[src/hdl/tdd_pkg.sv]
// tdd_pkg: shared types and constants for the tank draw-off detector
// holds the detector state struct, command and register codes
// no dependencies
`timescale 1ns / 1ps

package tdd_pkg;

  // command codes carried in func
  localparam logic FuncTick   = 1'b0;
  localparam logic FuncNewDay = 1'b1;

  // configuration register indexes
  localparam int unsigned CfgIdxW = 2;
  localparam logic [CfgIdxW-1:0] RegDropThreshold = 2'd0;
  localparam logic [CfgIdxW-1:0] RegWindowSeconds = 2'd1;

  // window in ms fits 26 bits (65535 * 1000), timeout 27 bits
  localparam int unsigned WinMsW     = 26;
  localparam int unsigned TimeoutMsW = WinMsW + 1;
  localparam logic [9:0]  MsPerSec   = 10'd1000;

  // reset values of the registers
  localparam logic [14:0]       DropThresholdRst = 15'd200;
  localparam logic [WinMsW-1:0] WinMsRst         = 26'd900000;

  // rise above the minimum that ends a draw, hundredths of kelvin
  localparam logic signed [16:0] RiseHyst = 17'sd10;

  // detector state carried from item to item
  typedef struct packed {
    logic               have_ref;
    logic signed [15:0] ref_temp;
    logic [31:0]        ref_time;
    logic               in_draw;
    logic signed [15:0] start_temp;
    logic signed [15:0] lowest_temp;
    logic [31:0]        begin_time;
    logic [15:0]        latest_drop;
    logic [31:0]        total_drop;
    logic [15:0]        closed_count;
  } tdd_state_t;

endpackage

[src/hdl/tank_draw_off_detector_core.sv]
// tank_draw_off_detector_core: top level of the hot-water draw-off detector
// input register, tdd_step next-state logic, state and result registers
// depends on tdd_pkg and tdd_step
`timescale 1ns / 1ps

// Usage
//   Input channel (in_valid_i / in_ready_o) carries one tick word: func,
//   burner_on, sample_valid, tank_temp and time_ms. func = new day clears
//   the daily sum and count only. Every word yields exactly one result word
//   on the output channel (out_valid_o / out_ready_i): draw_active,
//   draw_closed, last_drop, drop_sum and draw_count after that word.
//   Configuration port (cfg_valid_i / cfg_ready_o, cfg_index_i, cfg_data_i)
//   writes drop_threshold (index 0) and window_seconds (index 1); it is
//   always ready. Write it only while no word is in flight.
//   A word moves from the input register to the result register once that
//   is free. Throughput: one word per cycle while the receiver keeps up;
//   the state update is a single pass of compares and one 32-bit saturating
//   add between the input register and the state/result registers.
//   Reset clears all state, empties both registers and loads threshold 200
//   and window 900 s. When the receiver stalls, the result holds, one more
//   word is taken into the input register, and then in_ready_o drops.
module tank_draw_off_detector_core (
  input  logic                        clk_i,
  input  logic                        rst_ni,
  // configuration write
  input  logic                        cfg_valid_i,
  output logic                        cfg_ready_o,
  input  logic [tdd_pkg::CfgIdxW-1:0] cfg_index_i,
  input  logic [15:0]                 cfg_data_i,
  // input words
  input  logic                        in_valid_i,
  output logic                        in_ready_o,
  input  logic                        func_i,
  input  logic                        burner_on_i,
  input  logic                        sample_valid_i,
  input  logic signed [15:0]          tank_temp_i,
  input  logic [31:0]                 time_ms_i,
  // result words
  output logic                        out_valid_o,
  input  logic                        out_ready_i,
  output logic                        draw_active_o,
  output logic                        draw_closed_o,
  output logic [15:0]                 last_drop_o,
  output logic [31:0]                 drop_sum_o,
  output logic [15:0]                 draw_count_o
);
  import tdd_pkg::*;

  logic               in_vld_q;
  logic               func_q;
  logic               burner_q;
  logic               sample_vld_q;
  logic signed [15:0] temp_q;
  logic [31:0]        time_q;

  logic [14:0]        thr_q;
  logic [WinMsW-1:0]  win_ms_q;
  logic [WinMsW-1:0]  win_ms_wr;

  tdd_state_t         state_q;
  tdd_state_t         state_d;
  logic               closed_d;

  logic               out_vld_q;
  logic               active_q;
  logic               closed_q;
  logic [15:0]        last_drop_q;
  logic [31:0]        drop_sum_q;
  logic [15:0]        count_q;

  logic               advance;

  // configuration registers, window kept in milliseconds
  assign cfg_ready_o = 1'b1;
  assign win_ms_wr   = WinMsW'(cfg_data_i) * WinMsW'(MsPerSec);

  always_ff @(posedge clk_i or negedge rst_ni) begin
    if (!rst_ni) begin
      thr_q    <= DropThresholdRst;
      win_ms_q <= WinMsRst;
    end else if (cfg_valid_i) begin
      unique case (cfg_index_i)
        RegDropThreshold: thr_q    <= cfg_data_i[14:0];
        RegWindowSeconds: win_ms_q <= win_ms_wr;
        default: ;
      endcase
    end
  end

  // handshake: a word moves on when the result register is free
  assign advance    = in_vld_q && (!out_vld_q || out_ready_i);
  assign in_ready_o = !in_vld_q || advance;

  // input register
  always_ff @(posedge clk_i or negedge rst_ni) begin
    if (!rst_ni) begin
      in_vld_q <= 1'b0;
    end else if (in_ready_o) begin
      in_vld_q <= in_valid_i;
    end
  end

  always_ff @(posedge clk_i) begin
    if (in_valid_i && in_ready_o) begin
      func_q       <= func_i;
      burner_q     <= burner_on_i;
      sample_vld_q <= sample_valid_i;
      temp_q       <= tank_temp_i;
      time_q       <= time_ms_i;
    end
  end

  // next-state logic
  tdd_step u_step (
    .state_i          (state_q),
    .func_i           (func_q),
    .burner_on_i      (burner_q),
    .sample_valid_i   (sample_vld_q),
    .tank_temp_i      (temp_q),
    .time_ms_i        (time_q),
    .drop_threshold_i (thr_q),
    .win_ms_i         (win_ms_q),
    .state_o          (state_d),
    .draw_closed_o    (closed_d)
  );

  // detector state
  always_ff @(posedge clk_i or negedge rst_ni) begin
    if (!rst_ni) begin
      state_q <= '0;
    end else if (advance) begin
      state_q <= state_d;
    end
  end

  // result register
  always_ff @(posedge clk_i or negedge rst_ni) begin
    if (!rst_ni) begin
      out_vld_q <= 1'b0;
    end else if (advance) begin
      out_vld_q <= 1'b1;
    end else if (out_ready_i) begin
      out_vld_q <= 1'b0;
    end
  end

  always_ff @(posedge clk_i) begin
    if (advance) begin
      active_q    <= state_d.in_draw;
      closed_q    <= closed_d;
      last_drop_q <= state_d.latest_drop;
      drop_sum_q  <= state_d.total_drop;
      count_q     <= state_d.closed_count;
    end
  end

  assign out_valid_o   = out_vld_q;
  assign draw_active_o = active_q;
  assign draw_closed_o = closed_q;
  assign last_drop_o   = last_drop_q;
  assign drop_sum_o    = drop_sum_q;
  assign draw_count_o  = count_q;

  // a close never leaves a draw running
  a_close_ends_draw : assert property (@(posedge clk_i) disable iff (!rst_ni)
    out_vld_q && closed_q |-> !active_q)
    else $error("draw still active on a closing result");

  // a new-day word yields a cleared sum and count
  a_new_day_clears : assert property (@(posedge clk_i) disable iff (!rst_ni)
    advance && (func_q == FuncNewDay) |=> out_vld_q && (drop_sum_q == 32'd0)
      && (count_q == 16'd0) && !closed_q)
    else $error("new day did not clear sum and count");

  // an empty result register never blocks the input side
  a_ready_when_empty : assert property (@(posedge clk_i) disable iff (!rst_ni)
    !out_vld_q |-> in_ready_o)
    else $error("input stalled with empty result register");

  // the detector state only changes when a word moves on
  a_state_holds : assert property (@(posedge clk_i) disable iff (!rst_ni)
    !advance |=> $stable(state_q))
    else $error("state changed without a word");

endmodule

[src/hdl/tdd_step.sv]
// tdd_step: next-state logic of the draw-off detector for one word
// pure combinational; computes the state after the word and the close flag
// depends on tdd_pkg
`timescale 1ns / 1ps

module tdd_step (
  input  tdd_pkg::tdd_state_t        state_i,
  input  logic                       func_i,
  input  logic                       burner_on_i,
  input  logic                       sample_valid_i,
  input  logic signed [15:0]         tank_temp_i,
  input  logic [31:0]                time_ms_i,
  input  logic [14:0]                drop_threshold_i,
  input  logic [tdd_pkg::WinMsW-1:0] win_ms_i,
  output tdd_pkg::tdd_state_t        state_o,
  output logic                       draw_closed_o
);
  import tdd_pkg::*;

  logic [TimeoutMsW-1:0] timeout_ms;
  logic [31:0]           since_ref;
  logic [31:0]           since_begin;
  logic                  good_tick;
  logic signed [15:0]    lowest_new;
  logic signed [15:0]    lowest_cl;
  logic signed [16:0]    drop_raw;
  logic [15:0]           drop_val;
  logic [32:0]           sum_raw;
  logic [31:0]           sum_sat;
  logic [15:0]           count_sat;
  logic                  ref_upd;
  logic signed [15:0]    ref_new;
  logic signed [16:0]    fall;
  logic                  draw_start;
  logic                  rise_end;
  logic                  time_end;

  // elapsed times, modulo 2^32
  assign timeout_ms  = {win_ms_i, 1'b0};
  assign since_ref   = time_ms_i - state_i.ref_time;
  assign since_begin = time_ms_i - state_i.begin_time;
  assign good_tick   = sample_valid_i && !burner_on_i;

  // running minimum during a draw
  assign lowest_new = (tank_temp_i < state_i.lowest_temp) ? tank_temp_i : state_i.lowest_temp;

  // close bookkeeping: a forced close uses the stored minimum
  assign lowest_cl = good_tick ? lowest_new : state_i.lowest_temp;
  assign drop_raw  = 17'(state_i.start_temp) - 17'(lowest_cl);
  assign drop_val  = drop_raw[16] ? 16'd0 : drop_raw[15:0];
  assign sum_raw   = {1'b0, state_i.total_drop} + {17'd0, drop_val};
  assign sum_sat   = sum_raw[32] ? 32'hFFFF_FFFF : sum_raw[31:0];
  assign count_sat = (&state_i.closed_count) ? state_i.closed_count
                                             : state_i.closed_count + 16'd1;

  // idle path: reference tracking and draw start
  assign ref_upd    = (tank_temp_i > state_i.ref_temp) ||
                      (since_ref >= {{(32-WinMsW){1'b0}}, win_ms_i});
  assign ref_new    = ref_upd ? tank_temp_i : state_i.ref_temp;
  assign fall       = 17'(ref_new) - 17'(tank_temp_i);
  assign draw_start = fall >= $signed({2'b00, drop_threshold_i});

  // draw path: end by rise over the minimum or by timeout
  assign rise_end = 17'(tank_temp_i) > (17'(lowest_new) + RiseHyst);
  assign time_end = since_begin >= {{(32-TimeoutMsW){1'b0}}, timeout_ms};

  // state update
  always_comb begin
    state_o       = state_i;
    draw_closed_o = 1'b0;
    if (func_i == FuncNewDay) begin
      state_o.total_drop   = 32'd0;
      state_o.closed_count = 16'd0;
    end else if (!good_tick) begin
      if (state_i.in_draw) begin
        draw_closed_o        = 1'b1;
        state_o.in_draw      = 1'b0;
        state_o.latest_drop  = drop_val;
        state_o.total_drop   = sum_sat;
        state_o.closed_count = count_sat;
      end
      state_o.have_ref = 1'b0;
    end else if (!state_i.have_ref) begin
      state_o.have_ref = 1'b1;
      state_o.ref_temp = tank_temp_i;
      state_o.ref_time = time_ms_i;
    end else if (!state_i.in_draw) begin
      if (ref_upd) begin
        state_o.ref_temp = tank_temp_i;
        state_o.ref_time = time_ms_i;
      end
      if (draw_start) begin
        state_o.in_draw     = 1'b1;
        state_o.start_temp  = ref_new;
        state_o.lowest_temp = tank_temp_i;
        state_o.begin_time  = time_ms_i;
      end
    end else begin
      state_o.lowest_temp = lowest_new;
      if (rise_end || time_end) begin
        draw_closed_o        = 1'b1;
        state_o.in_draw      = 1'b0;
        state_o.latest_drop  = drop_val;
        state_o.total_drop   = sum_sat;
        state_o.closed_count = count_sat;
        state_o.ref_temp     = tank_temp_i;
        state_o.ref_time     = time_ms_i;
      end
    end
  end

endmodule

[config.mk]
export PLATFORM = sky130hd
export DESIGN_NAME = tank_draw_off_detector_core
export DESIGN_NICKNAME = d
export VERILOG_FILES = /design/src/hdl/tdd_pkg.sv /design/src/hdl/tank_draw_off_detector_core.sv /design/src/hdl/tdd_step.sv
export SDC_FILE = /design/constraint.sdc
export NUM_CORES = 1
export LEC_CHECK = 0
export ABC_AREA = 0
export BUFFER_PORTS_ARGS = -buffer_cell sky130_fd_sc_hd__buf_2
export CAP_MARGIN = 20
export CORE_AREA = 10 10 248 250
export DETAILED_ROUTE_END_ITERATION = 8
export DIE_AREA = 0 0 258 260
export PLACE_DENSITY = 0.71
export SKIP_CTS_REPAIR_TIMING = 1
export SLEW_MARGIN = 20
export SYNTH_ARGS = -nofsm -noshare
export SYNTH_HDL_FRONTEND = slang
export SYNTH_SLANG_ARGS = --single-unit
[constraint.sdc]
create_clock -name clk_i -period 17.6 [get_ports clk_i]
set_clock_uncertainty 0.15 [all_clocks]
set_input_delay 1.76 -clock clk_i [delete_from_list [all_inputs] [get_ports clk_i]]
set_output_delay 1.76 -clock clk_i [all_outputs]
set_load 0.01 [all_outputs]
Word-level counts from Yosys, hierarchy flattened
Cells that the tools add are included.
{ "word_totals": {"reg_bits": 335, "in_bits": 74, "elab_cells": 100, "output_inout_bits": 69} }
{ "op_classes": {"n_reduce_logical": 19, "n_mul": 1, "n_mux": 37, "bitwise_logic": 2, "n_eq_ne": 4, "n_addsub": 7, "n_lt_le_gt_ge": 6} }
{ "op_table": {"columns": ["op", "n"], "rows": [
  ["two-way mux 65 bit", 5],
  ["two-way mux 64 bit", 5],
  ["two-way mux 49 bit", 4],
  ["two-way mux 48 bit", 3],
  ["two-way mux 129 bit", 1],
  ["two-way mux 16 bit", 7],
  ["two-way mux 81 bit", 1],
  ["two-way mux 32 bit", 2],
  ["subtractor 32 bit", 2],
  ["subtractor 16 x 16 -> 17 bit", 2],
  ["adder 32 x 16 -> 33 bit", 1],
  ["greater-or-equal comparator 32 x 26 -> 1 bit", 1],
  ["greater-or-equal comparator 32 x 27 -> 1 bit", 1],
  ["multiplier 16 x 7 -> 23 bit (second input constant)", 1],
  ["adder 16 x 5 -> 17 bit (second input constant)", 1],
  ["greater-or-equal comparator 17 x 16 -> 1 bit", 1],
  ["> comparator 16 x 17 -> 1 bit", 1],
  ["adder 16 x 1 -> 16 bit (second input constant)", 1],
  ["> comparator 16 bit", 1],
  ["less-than comparator 16 bit", 1],
  ["AND reduction 16 bit", 1],
  ["inequality test 5 bit (second input constant)", 3],
  ["AND reduction 5 bit", 2],
  ["two-way mux 1 bit", 9],
  ["other kinds (9)", 19]
]} }

Logic depth before layout (Yosys ltp)
Gate-level depths: netlist of run 1.
{ "depth": {"depth_word": 17, "ltp_mapped": 48, "mapped_depth_nobuf": 45} }

Modules after synthesis
A second synthesis of run 1 with hierarchy kept.
{ "hier_totals": {"cells_unflattened": 2681, "hier_area_um2": 26738.1} }
{ "by_module_without_submodules": {"columns": ["mod", "instances", "cells_each", "area_each_um2", "seq_area_each_um2"], "rows": [
  ["tank_draw_off_detector_core", 1, 933, 14416.3, 8986.1],
  ["tdd_step", 1, 1748, 12321.8, 0.0]
]} }

Least setup slack after synthesis of run 1
Ideal clock, no wire load.
{ "synth_timing": {"path_type": "reg-to-reg", "startpoint": "register time_q[5]", "endpoint": "register state_q[101] in the netlist's numbering", "period_less_slack_ns": 9.300, "path_stages_with_launch": 42, "required_time_ns": 17.369, "setup_time_ns": 0.081, "t_arrival_ns": 9.069, "setup_slack_ns": 8.300, "n_path_buf": 3, "path_cell_list": "edfxtp_1 > ha_1 > and4_1 > and2_1 > a311o_1 > o21ai_2 > o211a_1 > o21bai_2 > nand3_1 > nand2_1 > a31oi_1 > xnor2_1 > ha_1 > or4_1 > a2111oi_0 > o211ai_1 > a311oi_2 > nand4_4 > [... 6 more ...] > a21oi_1 > nor2_1 > or3_1 > nand2_1 > a21oi_1 > o41ai_1 > xnor2_1 > ha_1 > nand4_1 > nor4_1 > nor4_1 > a31o_2 > a211oi_1 > a31o_2 > o2111a_1 > clkbuf_1 > buf_1 > mux2i_1"} }
{ "synth_between": {"elab_chain_cells": 8} }
{ "synth_lines": {"columns": ["item", "line_no", "text"], "rows": [
  ["start, declared", "tank_draw_off_detector_core.sv:54", "logic [31:0] time_q;"],
  ["start signal, assigned", "tank_draw_off_detector_core.sv:109", "time_q <= time_ms_i;"],
  ["subtractor 32 bit", "tdd_step.sv:40", "assign since_ref = time_ms_i - state_i.ref_time;"],
  ["greater-or-equal comparator 32 x 26 -> 1 bit", "tdd_step.sv:58", "(since_ref >= {{(32-WinMsW){1'b0}}, win_ms_i});"],
  ["logical OR 1 bit", "tdd_step.sv:57", "assign ref_upd = (tank_temp_i > state_i.ref_temp) ||"],
  ["two-way mux 16 bit", "tdd_step.sv:59", "assign ref_new = ref_upd ? tank_temp_i : state_i.ref_temp;"],
  ["subtractor 16 x 16 -> 17 bit", "tdd_step.sv:60", "assign fall = 17'(ref_new) - 17'(tank_temp_i);"],
  ["greater-or-equal comparator 17 x 16 -> 1 bit", "tdd_step.sv:61", "assign draw_start = fall >= $signed({2'b00, drop_threshold_i});"],
  ["inequality test 5 bit (no source line)", null, null],
  ["AND reduction 5 bit (no source line)", null, null],
  ["end signal, assigned", "tank_draw_off_detector_core.sv:132", "state_q <= state_d;"],
  ["end, declared", "tank_draw_off_detector_core.sv:60", "tdd_state_t state_q;"]
]} }
Every way passes these cells.
A chain may end at the register's enable or synchronous reset.

Worst setup path after layout of run 1
{ "layout_timing": {"startpoint": "register time_q[6]", "endpoint": "register state_q[83] in the netlist's numbering"} }
{ "layout_between": {"elab_chain_cells": 8} }
{ "layout_lines": {"columns": ["item", "line_no"], "rows": [
  ["subtractor 32 bit", "tdd_step.sv:40"],
  ["greater-or-equal comparator 32 x 26 -> 1 bit", "tdd_step.sv:58"],
  ["logical OR 1 bit", "tdd_step.sv:57"],
  ["two-way mux 16 bit", "tdd_step.sv:59"],
  ["subtractor 16 x 16 -> 17 bit", "tdd_step.sv:60"],
  ["greater-or-equal comparator 17 x 16 -> 1 bit", "tdd_step.sv:61"],
  ["inequality test 5 bit (no source line)", null],
  ["AND reduction 6 bit (no source line)", null]
]} }
Every way passes these cells.

==> results of run 1 <==
final cells by class:
class                           count  area (sq um)  area share [%]
Clock buffer                       57          1140            4.09
Timing Repair Buffer              160           860            3.07
Clock inverter                     15           230           0.823
Multi-Input combinational cell   1942         15000            53.6
Inverter                          216           812            2.90
Sequential cell                   335          8990            32.1
Tap cell                          756           946            3.38
cell families (layout without fill, tap and decap cells):
family / after synthesis / in the layout / share of synthesized area (%)
AOI/OAI and AO/OA: 647 / 647 / 16.7
muxes: 176 / 176 / 7.61
xor gates and xnor gates: 118 / 118 / 4.11
adders and majority gates: 333 / 333 / 18.3
and+or+nand+nor: 667 / 667 / 12.8
buffers and inverters: 301 / 448 / 4.68
other: 1 / 1 / 0.0149
DFF: 335 / 335 / 35.8
registers in the layout, summed over array words and instances (netlist names):
| name | flops |
|---|---|
| thr_q | 15 |
| func_q | 1 |
| drop_sum_o | 32 |
| sample_vld_q | 1 |
| out_valid_o | 1 |
| draw_count_o | 16 |
| draw_closed_o | 1 |
| win_ms_q | 23 |
| last_drop_o | 16 |
| time_q | 32 |
| temp_q | 16 |
| burner_q | 1 |
| in_vld_q | 1 |
| draw_active_o | 1 |
| state_q | 178 |
layer usage:
layer | GRT usage (%) | wire length [um] | up-vias
li1 | - | - | 9559
met2 | 31.7 | 30300 | 626
met3 | 3.42 | 4180 | 101
met1 | 25.9 | 29900 | 9831
met5 | 0 | 34 | -
met4 | 5.24 | 1350 | 6
cells in the mapped netlist (8+ instances only):
cell type / instances / area, sq um
nor2b_1: 23 / 144
a21oi_1: 168 / 841
and3_1: 22 / 138
a31oi_1: 26 / 163
o21a_1: 32 / 240
xor2_1: 35 / 307
or2_2: 12 / 75.1
inv_1: 213 / 800
o211ai_1: 14 / 105
o31a_1: 8 / 70.1
clkbuf_1: 56 / 210
mux2i_1: 68 / 681
nor3_1: 53 / 265
mux2_2: 104 / 1170
dfstp_2: 14 / 368
buf_2: 17 / 85.1
xnor2_1: 83 / 727
fa_1: 59 / 1180
a211oi_1: 35 / 263
o21bai_1: 12 / 90.1
dfrtp_1: 204 / 5100
nand3_1: 75 / 375
o21ai_0: 152 / 761
nor2_1: 157 / 589
nand4_1: 31 / 194
ha_1: 274 / 3430
nand2_1: 187 / 702
and2_1: 19 / 119
nor4_1: 16 / 100
o31ai_1: 14 / 105
or3_1: 16 / 100
nand2b_1: 33 / 206
a311oi_1: 12 / 105
a21o_1: 83 / 623
edfxtp_1: 117 / 3510
power by group through the flow:
| stage | clock [mW] | sequential [mW] | combinational, mW |
|---|---|---|---|
| after floorplan | 0 | 1.08 | 1.49 |
| after global placement | 0 | 1.10 | 1.93 |
| after detailed placement | 0 | 1.11 | 2.00 |
| after CTS | 0.883 | 1.09 | 2.01 |
| after global routing | 0.912 | 1.11 | 2.28 |
| final | 0.862 | 1.09 | 2.03 |
worst min-delay path by stage:
stage / slack [ps] / depth (start not counted) / endpoint
2_1_floorplan: 300 / 2 / win_ms_q[20]$_DFFE_PN0P_
3_3_place_gp: 320 / 2 / win_ms_q[23]$_DFFE_PN0P_
3_5_place_dp: 320 / 2 / win_ms_q[13]$_DFFE_PN1P_
4_1_cts: 330 / 2 / win_ms_q[13]$_DFFE_PN1P_
5_1_grt: 350 / 2 / win_ms_q[16]$_DFFE_PN1P_
6_report: 330 / 2 / win_ms_q[13]$_DFFE_PN1P_
metrics by stage:
step	setup slack (ps)	instance area (sq um)	total power [mW]	hold WS [ps]
6_report	6780	28000	3.99	327
2_1_floorplan	8300	25100	2.57	299
3_3_place_gp	7340	26600	3.02	316
4_1_cts	6820	28000	3.99	331
5_1_grt	6080	28000	4.30	354
3_5_place_dp	6930	26600	3.10	323
critical path, delay by kind of cell, from the launching register on:
family,cells,cell delay [ps]
compound gates,15,3860
simple gates,13,3160
fa+ha+maj,5,1490
mux,2,700
buf+inv,2,610
flops,1,440
xor+xnor,2,250
==> impl_metrics.py, run 1 <==
metrics = {
    "route": {
        "drtIter0Drc": 1424,
        "drt_pass1_iterations": 5,
        "wl_per_cell_um": 18.9,
        "vias": 20100,
        "routed_wl_um": 65700,
        "ant_nets": 0,
        "via_per_inst": 5.78,
        "drc": 0,
    },
    "layout": {
        "final_core_util_pct": 49.7,
        "final_layout_size_suffix_gt1_share_pct": 13.8,
        "stdcell_count": 3481,
        "nets": 3101,
        "layout_commonest_cell": "ha_1",
        "area_delta_synth_final_pct": 11.3,
        "fillers": 5057,
        "layout_common_cells": "274 x ha_1, 212 x inv_1, 204 x dfrtp_1, 186 x nand2_1, 168 x a21oi_1",
        "diodes": 0,
    },
    "placement": {
        "gp_congestion": 0.957,
        "dp_hpwl_um": 49300,
        "dp_cells": 3409,
        "port_buffers": 141,
    },
    "global_routing": {
        "grtUsageTotal_pct": 19.3,
        "grt_antenna_before_repair": 3,
        "grt_pass1_wl_um": 107000,
        "grt_pass1_vias": 20100,
        "gr-total-overflow": 0,
        "grt_max_degree": 94,
    },
    "power": {
        "p_clk_share_pct": 21.6,
        "p_per_area_mw_per_mm2": 143,
        "peakVddDrop_v": 0.0000698,
        "p_leak_nw": 12.7,
        "p_switching_mw": 1.64,
        "pwr-share-comb_pct": 50.9,
        "swShare_pct": 41.2,
        "p_int_mw": 2.35,
        "power_frac_seq_pct": 27.5,
    },
    "worst_setup_path": {
        "crit_type": "register to register",
        "crit_top_cell": "ha_1",
        "critPathMaxStageDelay_ps": 550,
        "worstReg2RegEnd": "state_q[83]$_DFFE_PN0P_",
        "path_max_fanout": 37,
        "timing.rr.start": "time_q[6]$_DFFE_PP_",
        "cp_slowest_cell": "buf_4",
        "crit_end": "state_q[83]$_DFFE_PN0P_",
        "required_ps": 17880,
        "rr_worst_depth": 39,
        "crit_start": "time_q[6]$_DFFE_PP_",
        "end_kind": "register",
        "critPathLaunchType": "register",
        "r2r_setup_slack_ps": 6780,
        "cp_data_arrival_time_ps": 11100,
    },
    "worst_hold_path": {
        "hold_class": "register to register",
        "hold_path.startpoint": "win_ms_q[13]$_DFFE_PN1P_",
    },
    "cts": {
        "cts_buffers": 39,
        "clockBufferDepth": 3,
        "insertion_delay_ps": 590,
        "cts.htree.levels": 2,
        "cts_tree": "built",
        "cts.sinks": 335,
        "cts_root_buffer": "clkbuf_16",
        "clk_pin_slew_ps": 60,
    },
    "floorplanning": {
        "initial_utilization_pct": 44.7,
        "die_h_um": 260,
        "rows": 87,
        "die_area_sq_mm": 0.0671,
        "die_w_um": 258,
        "coreArea_sq_mm": 0.0563,
        "boundaryPins": 143,
    },
    "sta": {
        "worst-slew-pin-transition_ps": 1150,
        "finalHoldViolCount": 0,
        "setup_viol": 0,
        "min_period_ps": 10820,
        "rsz0062_at_grt": "no",
        "fin_tns_setup_ps": 0,
        "fmax_ghz": 0.0924,
        "fin_crit_sh_pct": 61.5,
        "final_max_slew_viol_count": 0,
        "slew_headroom_pct": 23.3,
    },
    "yosys": {
        "syn_area_sq_mm": 0.0251,
        "synth_seq_area_share_pct": 35.8,
        "syn_nets": 2985,
        "syn_area_per_cell_sq_um": 9.75,
        "ys.flop_type": "dfrtp_1",
        "ys_types": 86,
        "synth_edf_count": 117,
        "syn_inst": 2578,
        "synthArstFlopShare_pct": 65.1,
        "ys_seq_elements": 335,
        "yosys_warnings": 0,
    },
    "job": {
        "maxCapViolations": 0,
    },
    "run_status": {
        "status": "completed",
    },
}
Power figures use the tool's default switching activity.
==> run 2, diff against run 1 <==
- clock period: 17.6 -> 10.25 ns (I/O delays scaled with it)
==> run 2 against run 1 <==
Net effect: sequential share of layout area increased by 0.050 points; first-iteration DRC count increased by 8.7%; cell area decreased by 0.16%; routed wire length increased by 0.37%; critical path depth decreased by 1; die area unchanged; setup slack got worse by 6100 ps; clock-buffer cell count unchanged; register-to-register slack got worse by 6100 ps; fmax increased by 13%; final cell count about the same.
==> impl_metrics.py, run 2 (synthesis results as in run 1) <==
metrics = {
    "layout": {
        "final_layout_size_suffix_gt1_share_pct": 13.9,
        "layout_commonest_cell": "ha_1",
        "final_core_util_pct": 49.6,
        "largest-register": "state_q",
        "area_delta_synth_final_pct": 11.1,
        "diodes": 0,
        "layout_common_cells": "274 x ha_1, 212 x inv_1, 204 x dfrtp_1, 186 x nand2_1, 168 x a21oi_1",
        "nets": 3104,
        "largest_reg_flops": 178,
    },
    "sta": {
        "finalHoldViolCount": 0,
        "min_period_ps": 9540,
        "rsz0062_at_grt": "no",
        "fin_tns_setup_ps": 0,
        "fmax_ghz": 0.105,
        "setup_viol": 0,
        "final_max_slew_viol_count": 0,
        "slew_headroom_pct": 31.0,
        "worst-slew-pin-transition_ps": 1030,
        "fin_crit_sh_pct": 93.0,
    },
    "floorplanning": {
        "boundaryPins": 143,
        "die_h_um": 260,
        "rows": 87,
        "die_area_sq_mm": 0.0671,
        "coreArea_sq_mm": 0.0563,
        "die_w_um": 258,
        "initial_utilization_pct": 44.7,
    },
    "global_routing": {
        "grt_pass1_wl_um": 107000,
        "grt_antenna_before_repair": 3,
        "gr-total-overflow": 0,
        "grt_pass1_vias": 20100,
        "grtUsageTotal_pct": 19.3,
        "grt_max_degree": 117,
    },
    "placement": {
        "port_buffers": 141,
        "gp_congestion": 0.982,
        "dp_hpwl_um": 49500,
    },
    "job": {
        "maxCapViolations": 0,
    },
    "worst_setup_path": {
        "cp_slowest_cell": "or4_1",
        "crit_buf_inv": 2,
        "crit_type": "register to register",
        "path_max_fanout": 16,
        "required_ps": 10550,
        "cp_data_arrival_time_ps": 9840,
        "critPathMaxStageDelay_ps": 510,
        "critPathLaunchType": "register",
        "crit_top_cell": "ha_1",
        "crit_family": "compound AO/OA/AOI/OAI gates",
        "end_kind": "register",
    },
    "route": {
        "drc": 0,
        "drt_pass1_iterations": 6,
        "vias": 20100,
        "drtIter0Drc": 1548,
        "via_per_inst": 5.78,
        "wl_per_cell_um": 18.9,
        "routed_wl_um": 66000,
        "ant_nets": 0,
    },
    "cts": {
        "cts.htree.levels": 2,
        "insertion_delay_ps": 580,
        "clk_pin_slew_ps": 60,
        "cts.sinks": 335,
        "cts_buffers": 39,
        "clockBufferDepth": 3,
        "cts_tree": "built",
        "cts_root_buffer": "clkbuf_16",
    },
    "worst_hold_path": {
        "hold_class": "register to register",
    },
    "power": {
        "p_per_area_mw_per_mm2": 244,
        "peakVddDrop_v": 0.000128,
        "p_leak_nw": 12.7,
        "finalPower_mw": 6.81,
    },
    "run_status": {
        "status": "completed",
    },
}
-- run 2: cell types whose count changed in the layout (fill, tap and decap cells not counted), moves of 2 or more --
cell	delta
buf_4	+2
inv_16	-2
clkinv_1	-2
clkbuf_1	+5
clkbuf_8	-5
clkinvlp_4	+2
clkinv_4	+2
-- run 2: layout make-up --
| cell class | instances | area [sq um] |
|---|---|---|
| clock buffer | 57 | 1090 |
| clock inverter | 14 | 199 |
| fill | 5153 | 28400 |
| inverter | 216 | 812 |
| multi-input combinational | 1942 | 15000 |
| sequential | 335 | 8990 |
| tap | 756 | 946 |
| timing repair buffer | 163 | 886 |
-- run 2: through the flow --
stage	hold WS (ps)	setup WS [ps]	cell area, sq um	instances
floorplan	299	950	25100	2578
global placement	317	946	26600	3411
detailed placement	321	544	26600	3411
CTS	333	502	27900	3482
global route	344	64.4	27900	3483
finish	330	715	27900	3483
-- run 2: path summary, 6_finish.rpt --
check	depth (start not counted)	from	end	slack, ps
max in group asynchronous	3	rst_ni	state_q[120]$_DFFE_PN0P_	7600
min	2	win_ms_q[13]$_DFFE_PN1P_	win_ms_q[13]$_DFFE_PN1P_	330
min reg2reg	2	win_ms_q[13]$_DFFE_PN1P_	win_ms_q[13]$_DFFE_PN1P_	330
max	38	time_q[1]$_DFFE_PP_	state_q[96]$_DFFE_PN0P_	710
min in group asynchronous	1	rst_ni	out_valid_o$_DFFE_PN0P_	410
max reg2reg	38	time_q[1]$_DFFE_PP_	state_q[96]$_DFFE_PN0P_	710
-- run 2: worst reg2reg max path: cells and delay by family, from the launching register on --
family,cells,cell delay [ps]
fa+ha+maj,4,1270
compound gates,17,4200
mux,2,610
flops,1,430
buf+inv,2,560
xor+xnor,2,220
simple gates,11,2000
-- run 2: routing by layer --
layer / GRT usage (%) / share of wire [%]
met4: 5.42 / 2.4
met1: 25.6 / 45
met2: 31.5 / 46
met5: 0 / 0.070
met3: 3.66 / 6.6
-- run 2: where the power goes --
| part | leakage (nW) | internal, mW | total [mW] | switching (mW) |
|---|---|---|---|---|
| combinational | 8.24 | 1.45 | 3.50 | 2.05 |
| sequential | 3.85 | 1.69 | 1.88 | 0.185 |
| clock | 0.617 | 0.847 | 1.42 | 0.576 |
| total | 12.7 | 3.99 | 6.81 | 2.81 |
==> run 3, diff against run 2 <==
- CORE_AREA: 10 10 248 250 -> 10 10 329 331
- DIE_AREA: 0 0 258 260 -> 0 0 339 341
- PLACE_DENSITY: 0.71 -> 0.49
==> run 3 against run 2 <==
Net effect: combinational power down 2%; non-clock buffer count up 5; critical path depth unchanged; global-route usage down 6.9 points; sequential power about the same; register-to-register slack better by 70 ps; routed wire length up 11%; clock-buffer cell count down 5; power up 3.2%; critical path type unchanged; setup slack better by 74 ps; highest routed layer unchanged.
==> impl_metrics.py, run 3 (synthesis results as in run 1) <==
metrics = {
    "run_status": {
        "status": "completed",
    },
    "sta": {
        "fin_tns_setup_ps": 0,
        "slew_headroom_pct": 34.5,
        "final_max_slew_viol_count": 0,
        "fmax_ghz": 0.106,
        "min_period_ps": 9460,
        "setup_viol": 0,
        "rsz0062_at_grt": "no",
        "worst-slew-pin-transition_ps": 983,
        "setup_slack_ps": 789,
        "fin_crit_sh_pct": 92.3,
        "finalHoldViolCount": 0,
    },
    "global_routing": {
        "grtUsageTotal_pct": 12.3,
        "grt_antenna_before_repair": 11,
        "grt_pass1_vias": 19500,
        "grt_pass1_wl_um": 115000,
        "gr-total-overflow": 0,
        "grt_max_degree": 142,
    },
    "power": {
        "power_frac_seq_pct": 26.9,
        "p_switching_mw": 2.86,
        "p_leak_nw": 12.9,
        "pwr-share-comb_pct": 49.0,
        "swShare_pct": 40.7,
        "finalPower_mw": 7.02,
        "p_int_mw": 4.16,
        "p_clk_share_pct": 24.1,
        "p_per_area_mw_per_mm2": 242,
        "peakVddDrop_v": 0.000113,
    },
    "worst_setup_path": {
        "crit_top_cell": "ha_1",
        "crit_type": "register to register",
        "path_max_fanout": 16,
        "critPathLaunchType": "register",
        "cp_slowest_cell": "or4_1",
        "critPathMaxStageDelay_ps": 520,
        "cp_data_arrival_time_ps": 9810,
        "required_ps": 10600,
        "end_kind": "register",
    },
    "route": {
        "ant_nets": 0,
        "drt_pass1_iterations": 7,
        "drtIter0Drc": 1166,
        "drc": 0,
        "via_per_inst": 4.75,
        "wl_per_cell_um": 17.7,
        "routed_wl_um": 73000,
        "vias": 19500,
    },
    "worst_hold_path": {
        "hold_class": "input port to async pin",
    },
    "cts": {
        "insertion_delay_ps": 610,
        "cts_buffers": 44,
        "clockBufferDepth": 3,
        "cts.sinks": 335,
        "cts.htree.levels": 2,
        "cts_tree": "built",
        "cts_root_buffer": "clkbuf_16",
        "clk_pin_slew_ps": 60,
    },
    "layout": {
        "stdcell_count": 4114,
        "fillers": 10600,
        "largest-register": "state_q",
        "nets": 3114,
        "largest_reg_flops": 178,
        "area_delta_synth_final_pct": 15.6,
        "layout_common_cells": "274 x ha_1, 212 x inv_1, 204 x dfrtp_1, 186 x nand2_1, 166 x a21oi_1",
        "layout_commonest_cell": "ha_1",
        "final_core_util_pct": 28.6,
        "final_layout_size_suffix_gt1_share_pct": 14.6,
    },
    "placement": {
        "place_ws_ps": 548,
        "dp_hpwl_um": 54900,
        "gp_congestion": 0.826,
        "dp_cells": 4029,
        "port_buffers": 141,
    },
    "floorplanning": {
        "boundaryPins": 143,
        "die_area_sq_mm": 0.116,
        "die_h_um": 341,
        "coreArea_sq_mm": 0.101,
        "initial_utilization_pct": 24.8,
        "die_w_um": 339,
        "rows": 117,
    },
    "job": {
        "maxCapViolations": 0,
    },
}
==> run 3: cell types whose count changed in the layout (fill, tap and decap cells not counted), moves of 3 or more <==
cell       before  now
diode_2         0    3
buf_4          19   24
clkinv_1        3    7
bufinv_16       4    8
clkbuf_16      40   44
clkbuf_1       14    6
==> run 3: metrics by stage <==
stage / instance area, sq um / hold slack, ps
finish: 29100 / 238
floorplan: 25100 / 299
CTS: 29000 / 249
global placement: 27400 / 314
detailed placement: 27400 / 323
global route: 29000 / 288
==> run 3: area by class of cell <==
cell class                      instances  area (sq um)  area share, %
Antenna cell                            3          7.51         0.0258
Multi-Input combinational cell       1942         15000           51.7
Clock buffer                           52          1150           3.96
Inverter                              216           813           2.80
Timing Repair Buffer                  168           947           3.26
Sequential cell                       335          8990           30.9
Tap cell                             1368          1710           5.89
Clock inverter                         30           425           1.46
==> run 3: power by group through the flow <==
stage          clock network, mW  logic, mW  registers [mW]
4_1_cts                     1.75       3.46            1.89
3_3_place_gp                   0       3.42            1.90
5_1_grt                     1.80       3.92            1.93
3_5_place_dp                   0       3.43            1.91
6_report                    1.69       3.44            1.89
2_1_floorplan                  0       2.56            1.86
==> run 3: worst paths after layout <==
| kind | start | endpoint | slack [ps] | depth (start not counted) |
|---|---|---|---|---|
| max | time_q[1]$_DFFE_PP_ | state_q[96]$_DFFE_PN0P_ | 790 | 38 |
| max in group asynchronous | rst_ni | state_q[48]$_DFFE_PN0P_ | 8390 | 2 |
| min | rst_ni | win_ms_q[6]$_DFFE_PN0P_ | 240 | 1 |
| max reg2reg | time_q[1]$_DFFE_PP_ | state_q[96]$_DFFE_PN0P_ | 790 | 38 |
| min reg2reg | win_ms_q[9]$_DFFE_PN1P_ | win_ms_q[9]$_DFFE_PN1P_ | 330 | 2 |
| min in group clk_i | win_ms_q[9]$_DFFE_PN1P_ | win_ms_q[9]$_DFFE_PN1P_ | 330 | 2 |
==> run 3: metal layers <==
layer / vias up / share of wire, % / global-route usage [%]
met2: 372 / 45 / 19.7
met4: 8 / 2.0 / 3.07
met5: - / 0.075 / 0
met3: 92 / 4.4 / 2.08
li1: 9607 / - / -
met1: 9467 / 49 / 17.1
==> run 3: worst max-delay path: cells and delay by family, from the launching register on <==
family,cells,cell delay (ps)
multiplexers,2,570
flip-flops,1,430
buffers and inverters,2,480
XOR/XNOR,2,230
adder cells (fa/ha/maj),4,1260
AND/OR/NAND/NOR,11,1970
AO/OA/AOI/OAI,17,4270
